--- src/mcs_pkg.sv ---
// ----------------------------------------------------------------------------
// mcs_pkg
// Shared types, codes and constants of the MIPS-I integer step unit.
// ----------------------------------------------------------------------------
package mcs_pkg;

  localparam int COP0_REG_COUNT = 32;
  localparam int C0_IDX_W = $clog2(COP0_REG_COUNT);

  localparam logic [C0_IDX_W-1:0] C0_BADVADDR = C0_IDX_W'(8);
  localparam logic [C0_IDX_W-1:0] C0_STATUS   = C0_IDX_W'(12);
  localparam logic [C0_IDX_W-1:0] C0_CAUSE    = C0_IDX_W'(13);
  localparam logic [C0_IDX_W-1:0] C0_EPC      = C0_IDX_W'(14);

  localparam logic [31:0] PC_RESET     = 32'hBFC0_0000;
  localparam logic [31:0] VEC_RAM      = 32'h8000_0080;
  localparam logic [31:0] VEC_ROM      = 32'hBFC0_0180;
  localparam logic [31:0] STATUS_RESET = 32'h1000_0000;
  localparam int          STATUS_ISC   = 16;
  localparam int          STATUS_BEV   = 22;

  localparam logic [1:0] MOP_NONE  = 2'd0;
  localparam logic [1:0] MOP_READ  = 2'd1;
  localparam logic [1:0] MOP_WRITE = 2'd2;

  localparam logic [2:0] EXC_NONE = 3'd0;
  localparam logic [2:0] EXC_ADEL = 3'd1;
  localparam logic [2:0] EXC_ADES = 3'd2;
  localparam logic [2:0] EXC_SYS  = 3'd3;
  localparam logic [2:0] EXC_BP   = 3'd4;
  localparam logic [2:0] EXC_RI   = 3'd5;
  localparam logic [2:0] EXC_OV   = 3'd6;

  localparam logic [2:0] LK_NONE = 3'd0;
  localparam logic [2:0] LK_LB   = 3'd1;
  localparam logic [2:0] LK_LBU  = 3'd2;
  localparam logic [2:0] LK_LH   = 3'd3;
  localparam logic [2:0] LK_LHU  = 3'd4;
  localparam logic [2:0] LK_LW   = 3'd5;
  localparam logic [2:0] LK_LWL  = 3'd6;
  localparam logic [2:0] LK_LWR  = 3'd7;

  localparam logic [5:0] OP_SPECIAL = 6'h00;
  localparam logic [5:0] OP_BCOND   = 6'h01;
  localparam logic [5:0] OP_J       = 6'h02;
  localparam logic [5:0] OP_JAL     = 6'h03;
  localparam logic [5:0] OP_BEQ     = 6'h04;
  localparam logic [5:0] OP_BNE     = 6'h05;
  localparam logic [5:0] OP_BLEZ    = 6'h06;
  localparam logic [5:0] OP_BGTZ    = 6'h07;
  localparam logic [5:0] OP_ADDI    = 6'h08;
  localparam logic [5:0] OP_ADDI_U  = 6'h09;
  localparam logic [5:0] OP_SLTI    = 6'h0A;
  localparam logic [5:0] OP_SLTI_U  = 6'h0B;
  localparam logic [5:0] OP_ANDI    = 6'h0C;
  localparam logic [5:0] OP_ORI     = 6'h0D;
  localparam logic [5:0] OP_XORI    = 6'h0E;
  localparam logic [5:0] OP_LUI     = 6'h0F;
  localparam logic [5:0] OP_COP0    = 6'h10;
  localparam logic [5:0] OP_COP2    = 6'h12;
  localparam logic [5:0] OP_LB      = 6'h20;
  localparam logic [5:0] OP_LH      = 6'h21;
  localparam logic [5:0] OP_LWL     = 6'h22;
  localparam logic [5:0] OP_LW      = 6'h23;
  localparam logic [5:0] OP_LBU     = 6'h24;
  localparam logic [5:0] OP_LHU     = 6'h25;
  localparam logic [5:0] OP_LWR     = 6'h26;
  localparam logic [5:0] OP_SB      = 6'h28;
  localparam logic [5:0] OP_SH      = 6'h29;
  localparam logic [5:0] OP_SWL     = 6'h2A;
  localparam logic [5:0] OP_SW      = 6'h2B;
  localparam logic [5:0] OP_SWR     = 6'h2E;

  localparam logic [5:0] FN_SLL     = 6'h00;
  localparam logic [5:0] FN_SRL     = 6'h02;
  localparam logic [5:0] FN_SRA     = 6'h03;
  localparam logic [5:0] FN_SLLV    = 6'h04;
  localparam logic [5:0] FN_SRLV    = 6'h06;
  localparam logic [5:0] FN_SRAV    = 6'h07;
  localparam logic [5:0] FN_JR      = 6'h08;
  localparam logic [5:0] FN_JALR    = 6'h09;
  localparam logic [5:0] FN_SYSCALL = 6'h0C;
  localparam logic [5:0] FN_BREAK   = 6'h0D;
  localparam logic [5:0] FN_MFHI    = 6'h10;
  localparam logic [5:0] FN_MTHI    = 6'h11;
  localparam logic [5:0] FN_MFLO    = 6'h12;
  localparam logic [5:0] FN_MTLO    = 6'h13;
  localparam logic [5:0] FN_MULT    = 6'h18;
  localparam logic [5:0] FN_MULTU   = 6'h19;
  localparam logic [5:0] FN_DIV     = 6'h1A;
  localparam logic [5:0] FN_DIVU    = 6'h1B;
  localparam logic [5:0] FN_ADD     = 6'h20;
  localparam logic [5:0] FN_ADDU    = 6'h21;
  localparam logic [5:0] FN_SUB     = 6'h22;
  localparam logic [5:0] FN_SUBU    = 6'h23;
  localparam logic [5:0] FN_AND     = 6'h24;
  localparam logic [5:0] FN_OR      = 6'h25;
  localparam logic [5:0] FN_XOR     = 6'h26;
  localparam logic [5:0] FN_NOR     = 6'h27;
  localparam logic [5:0] FN_SLT     = 6'h2A;
  localparam logic [5:0] FN_SLTU    = 6'h2B;
  localparam logic [5:0] FN_RFE     = 6'h10;

  localparam logic [4:0] RS_MFC0 = 5'd0;
  localparam logic [4:0] RS_MTC0 = 5'd4;
  localparam logic [4:0] RS_CO   = 5'h10;

  typedef struct packed {
    logic [1:0] off;
    logic [4:0] rd;
    logic [2:0] kind;
  } pend_t;

  typedef struct packed {
    logic        start;
    logic [31:0] dividend;
    logic [31:0] divisor;
  } div_req_t;

  typedef struct packed {
    logic        done;
    logic [31:0] quot;
    logic [31:0] rem;
  } div_rsp_t;

  function automatic logic [4:0] exc_code(input logic [2:0] kind);
    logic [4:0] c;
    unique case (kind)
      EXC_ADEL: c = 5'd4;
      EXC_ADES: c = 5'd5;
      EXC_SYS:  c = 5'd8;
      EXC_BP:   c = 5'd9;
      EXC_RI:   c = 5'd10;
      EXC_OV:   c = 5'd12;
      default:  c = 5'd0;
    endcase
    return c;
  endfunction

endpackage

--- src/mcs_div.sv ---
// ----------------------------------------------------------------------------
// mcs_div
// Unsigned restoring divider, one quotient bit per cycle.
// ----------------------------------------------------------------------------
module mcs_div
  import mcs_pkg::*;
(
  input  logic     clk,
  input  logic     rst,
  input  div_req_t req,
  output div_rsp_t rsp
);

  logic [31:0] rem;
  logic [31:0] quo;
  logic [31:0] den;
  logic [4:0]  cnt;
  logic        busy;
  logic        fin;
  logic [32:0] trial;
  logic [32:0] diff;

  assign trial = {rem, quo[31]};
  assign diff  = trial - {1'b0, den};

  always_ff @(posedge clk) begin
    if (req.start) begin
      rem <= 32'd0;
      quo <= req.dividend;
      den <= req.divisor;
    end else if (busy) begin
      if (!diff[32]) begin
        rem <= diff[31:0];
        quo <= {quo[30:0], 1'b1};
      end else begin
        rem <= trial[31:0];
        quo <= {quo[30:0], 1'b0};
      end
    end
  end

  always_ff @(posedge clk) begin
    if (rst) begin
      busy <= 1'b0;
      fin  <= 1'b0;
      cnt  <= 5'd0;
    end else begin
      fin <= 1'b0;
      if (req.start) begin
        busy <= 1'b1;
        cnt  <= 5'd0;
      end else if (busy) begin
        cnt <= cnt + 5'd1;
        if (cnt == 5'd31) begin
          busy <= 1'b0;
          fin  <= 1'b1;
        end
      end
    end
  end

  assign rsp.done = fin;
  assign rsp.quot = quo;
  assign rsp.rem  = rem;

endmodule

--- config.mk ---
export PLATFORM = sky130hd
export DESIGN_NAME = mcs_div
export DESIGN_NICKNAME = d
export VERILOG_FILES = /design/src/mcs_pkg.sv /design/src/mcs_div.sv
export SDC_FILE = /design/constraint.sdc
export NUM_CORES = 1
export LEC_CHECK = 0
export BUFFER_PORTS_ARGS = -buffer_cell sky130_fd_sc_hd__buf_2
export CORE_ASPECT_RATIO = 0.6
export CORE_MARGIN = 4
export CORE_UTILIZATION = 50
export CTS_CLUSTER_SIZE = 10
export DETAILED_ROUTE_END_ITERATION = 7
export PLACE_DENSITY = 0.77
export SLEW_MARGIN = 30
export SYNTH_ARGS = -nofsm -noshare
export SYNTH_HDL_FRONTEND = slang
export SYNTH_SLANG_ARGS = --single-unit
--- constraint.sdc ---
create_clock -name clk -period 2.9 [get_ports clk]
set_input_delay 0.725 -clock clk [delete_from_list [all_inputs] [get_ports clk]]
set_output_delay 0.725 -clock clk [all_outputs]
set_load 0.01 [all_outputs]
; After elaboration in Yosys (flattened, before gate mapping)
; Index checks and enable logic that the tools add are counted.
[classes]
div_mod_pow = 0
n_reduce_logical = 3
order_cmp = 0
shift = 0
n_mul = 0
addsub = 2
n_eq_ne = 1
n_bitwise = 1
mux = 8
[ops]
columns = op, n
row1 = two-way mux 32 bit, 3
row2 = subtractor 33 x 32 -> 33 bit, 1
row3 = "adder 5 x 1 -> 5 bit, second input constant", 1
row4 = "equality test 5 bit, second input constant", 1
row5 = two-way mux 1 bit, 5
row6 = OR reduction 3 bit, 1
row7 = nonzero test 2 bit, 1
row8 = OR reduction 2 bit, 1
row9 = inverter 1 bit, 1
[totals]
register_bits = 103
memories = 0
mem_bits_rw = 0
in_bits = 67
latch_bits = 0
romBits = 0
output_inout_bits = 65

; Depth between registers and ports, before layout
[depth]
depth_word = 4
ltp_mapped = 14
depth_no_buf = 12

; Worst setup path before layout
; Ideal clock, no wire load.
[synth_timing]
path_type = register to register
start = register quo[31]
end = register rem[23]
setup_slack_ps = -43
stages_incl_launch_ff = 13
arrival_ps = 2827
synth_period_minus_slack_ps = 2943
path_buffers = 0
t_required_ps = 2783
path_cell_list = edfxtp_1 > inv_1 > ha_1 > fa_1 > nand2b_1 > a21oi_2 > or3_4 > a21oi_4 > o31a_4 > o31a_1 > a21oi_2 > mux2_2 > a22o_1
[synth_between]
elab_chain_cells = 2
[synth_rtl]
columns = item, line
row1 = start: declaration, mcs_div.sv:15  ; logic [31:0] quo;
row2 = start signal: assignment, mcs_div.sv:29  ; quo <= req.dividend;
row3 = start signal: assignment, mcs_div.sv:34  ; quo <= {quo[30:0], 1'b1};
row4 = start signal: assignment, mcs_div.sv:37  ; quo <= {quo[30:0], 1'b0};
row5 = subtractor 33 x 32 -> 33 bit, mcs_div.sv:24  ; assign diff = trial - {1'b0, den};
row6 = two-way mux 32 bit, mcs_div.sv:32  ; if (!diff[32]) begin
row7 = end signal: assignment, mcs_div.sv:33  ; rem <= diff[31:0];
row8 = end signal: assignment, mcs_div.sv:36  ; rem <= trial[31:0];
row9 = end: declaration, mcs_div.sv:14  ; logic [31:0] rem;
; No other way between the ends.
; A chain may end at the register's enable or synchronous reset.

; Worst setup path in the final report
[layout_timing]
start = register quo[31]
end = register rem[14]
; The elaborated chain is that of the path after synthesis.

==> impl_metrics.ini <==
[outcome]
status = finished with violations
violations = setup timing

[global_route]
grt_pass1_wl_mm = 26.2
overflow = 0
grt_start_max_net_pins = 38
grt_util_all_layers = 0.233
grt_pass1_vias = 5169
antenna_found_initial = 0

[power_and_ir_drop]
switching_share = 0.329
p_clk_frac = 0.284
internal_power_mw = 2.89
power.leakage_nw = 3.41
seqPwrFrac = 0.414
pwr-share-comb = 0.302
max-vdd-ir-drop_mv = 0.293
p_sw_mw = 1.41
power_density_nw_per_um2 = 542

[clock_network]
clkLatencyLatePin_ps = 350
cts_tree = yes
cts_sinks = 103
path_clk_slew_ps = 80
cts_buffer_depth = 2
htreeDepth = 3
cts_buffers = 9
clockRootBuffer = clkbuf_16

[critical_path]
reg2reg_setup_slack_ps = -100
critPathLaunchType = flip-flop
crit_arrival_ps = 3250
cpPeakStageDelay_ps = 390
cp_max_fo = 6
cp_cell_sequence = inv_2, ha_4, fa_2, nand2b_4, a21oi_4, or3_4, a21oi_4, o31a_4, o31a_1, a21oi_4, buf_12, clkbuf_16, nand2_4, a311oi_1
path_buf_inv = 3
crit_family = compound AO/OA/AOI/OAI gates
path_class = reg -> reg
cp-end-kind = flip-flop
required_ps = 3150
cpMostUsedCell = a21oi_4
cpMaxStageDelayCell = edfxtp_1

[timing]
fmax_mhz = 333
fin_crit_ps = 3000
finalSetupTns_ps = -1100
setup_viol = 26
finalCritPeriodShare = 1.04
worst_pin_slew_ps = 693
setup_slack_ps = -103
finalHoldViolCount = 0
rsz0062_at_grt = true
maxSlewHeadroom = 0.538
drv_slew = 0
fin_worst_skew_ps = 10.5

[synth]
synth_area_leaders = edfxtp_1 32%, dfxtp_1 13%, ha_1 7.0%
synth.distinct_cells = 70
yosys-mux-area-fraction = 0.0762
synth-simple-area-share = 0.137
synthArstFlopShare = 0
synth_top_area_frac = 0.317
synth-seq-cells = 103
synth-edff-count = 64
synth_ff_type = edfxtp_1
syn_nets = 709
synth_xor_area_frac = 0.0376
syn-cell-area_sq_um = 6060
synth_top_family_by_area = compound AO/OA/AOI/OAI gates
ys_seq_area_frac = 0.446
synth_fa_ha_area_frac = 0.0736
synth_most_common_cell = edfxtp_1
synth_largest_area_cell = edfxtp_1
synthTopCellsByCount = 64 x edfxtp_1, 61 x nand2_1, 53 x nor2_1
synthCells = 607
syn_avg_cell_area_sq_um = 9.98
yosys_warnings = 0
synth_compound_area_frac = 0.181

[floorplanning]
chipHeight_um = 93.2
dieArea_sq_um = 14000
start_util = 0.524
ioPinCount = 132
floorplan.rows = 30
die_width_um = 150
core_area_sq_um = 11600

[detailed_routing]
drt-initial-drc-count = 651
vias = 5543
drtPass1Iterations = 5
routed_wl_mm = 17.5
wl_per_cell_um = 18.3
drc = 0
vias_per_cell = 5.82
postRouteAntennaNets = 0

[final_layout]
diodes = 0
seqCellArea_sq_um = 2700
nets = 890
drive_gt1_frac = 0.395
multi_input_area_sq_um = 3350
area_delta_synth_final_pct = 31.0
fin_util = 0.686
n_fill_cell = 874

[place]
dp_hpwl_mm = 12.2
gp_congestion = 0.930
place.port_buffers = 131
pre_cts_slack_ps = -156

[run]
maxCapViolCount = 0

[worst_hold_path]
holdCritPathClass = reg -> reg
-- per-layer routing --
metal | track usage | vias up | wire length (um)
met3 | 0.0528 | 30 | 1520
met5 | 0 | - | 0
met4 | 0.0502 | 0 | 210
met2 | 0.358 | 274 | 7910
met1 | 0.338 | 2648 | 7820
li1 | - | 2591 | -
-- timing repair --
item,CTS,global route
hold buffers,0,0
endpoints found under the setup margin,32,33
resized for setup,23,50
pin swaps,11,29
gates cloned,0,2
buffers inserted,7,3
hold endpoints to repair,0,0
-- state kept, by name, indices dropped and copies added (netlist names) --
register and flops:
busy 1, cnt 5, den 32, fin 1, quo 32, rem 32
-- layout by cell type, fill, tap and decap left out, types with 9 or more instances in the layout --
master	netlist	routed
nor2_1	53	53
mux2_2	32	32
nor3_1	13	12
mux2i_1	9	9
buf_2	6	130
buf_4	1	59
inv_1	44	43
clkbuf_16	0	10
a311oi_1	14	10
nand2_1	61	54
o211ai_1	9	9
xnor2_1	16	16
nand2_2	4	10
a21oi_1	41	35
xor2_1	10	10
edfxtp_1	64	64
dfxtp_1	39	38
o21ai_0	22	18
ha_1	34	29
-- worst reg2reg max path: stages (launching register included) --
cell	delay (ps)
edfxtp_1	390
inv_2	70
ha_4	160
fa_2	340
nand2b_4	160
a21oi_4	120
or3_4	140
a21oi_4	50
o31a_4	330
o31a_1	310
a21oi_4	170
buf_12	160
clkbuf_16	160
nand2_4	40
a311oi_1	290
-- stage by stage --
step	power [mW]	hold WS [ps]	std cells	cell area [sq um]
2_1_floorplan	2.50	498	607	6070
3_3_place_gp	2.87	492	925	7190
3_5_place_dp	2.91	503	925	7190
4_1_cts	4.17	511	948	7650
5_1_grt	4.49	532	953	7940
6_report	4.30	521	953	7940
-- power by group through the flow --
stage	registers, mW	logic (mW)	clock network (mW)
2_1_floorplan	1.83	0.668	0
3_3_place_gp	1.80	1.07	0
3_5_place_dp	1.81	1.10	0
4_1_cts	1.78	1.16	1.23
5_1_grt	1.79	1.40	1.30
6_report	1.78	1.30	1.22
-- final cells by class --
type	count	share of cell area
well taps	160	0.0252
repair buffers	196	0.153
multi-input cells	434	0.423
clock inverters	7	0.00899
inverters	44	0.0208
clock buffers	9	0.0284
flip-flops and latches	103	0.341
-- worst paths after layout --
| path | startpoint | to | cells past startpoint |
|---|---|---|---|
| max | quo[31] | rem[14] | 14 |
| max reg2reg | quo[31] | rem[14] | 14 |
| min | rem[18] | rem[18] | 2 |
| min reg2reg | rem[18] | rem[18] | 2 |
-- logic make-up (layout without fill, tap and decap cells) --
logic type,count (synthesis),after routing
xor gates and xnor gates,26,26
and+or+nand+nor,179,179
AOI/OAI and AO/OA,152,152
muxes,42,42
adders and majority gates,35,35
buffers and inverters,70,256
DFF,103,103
Note: power is estimated with default switching activity, not from simulation.
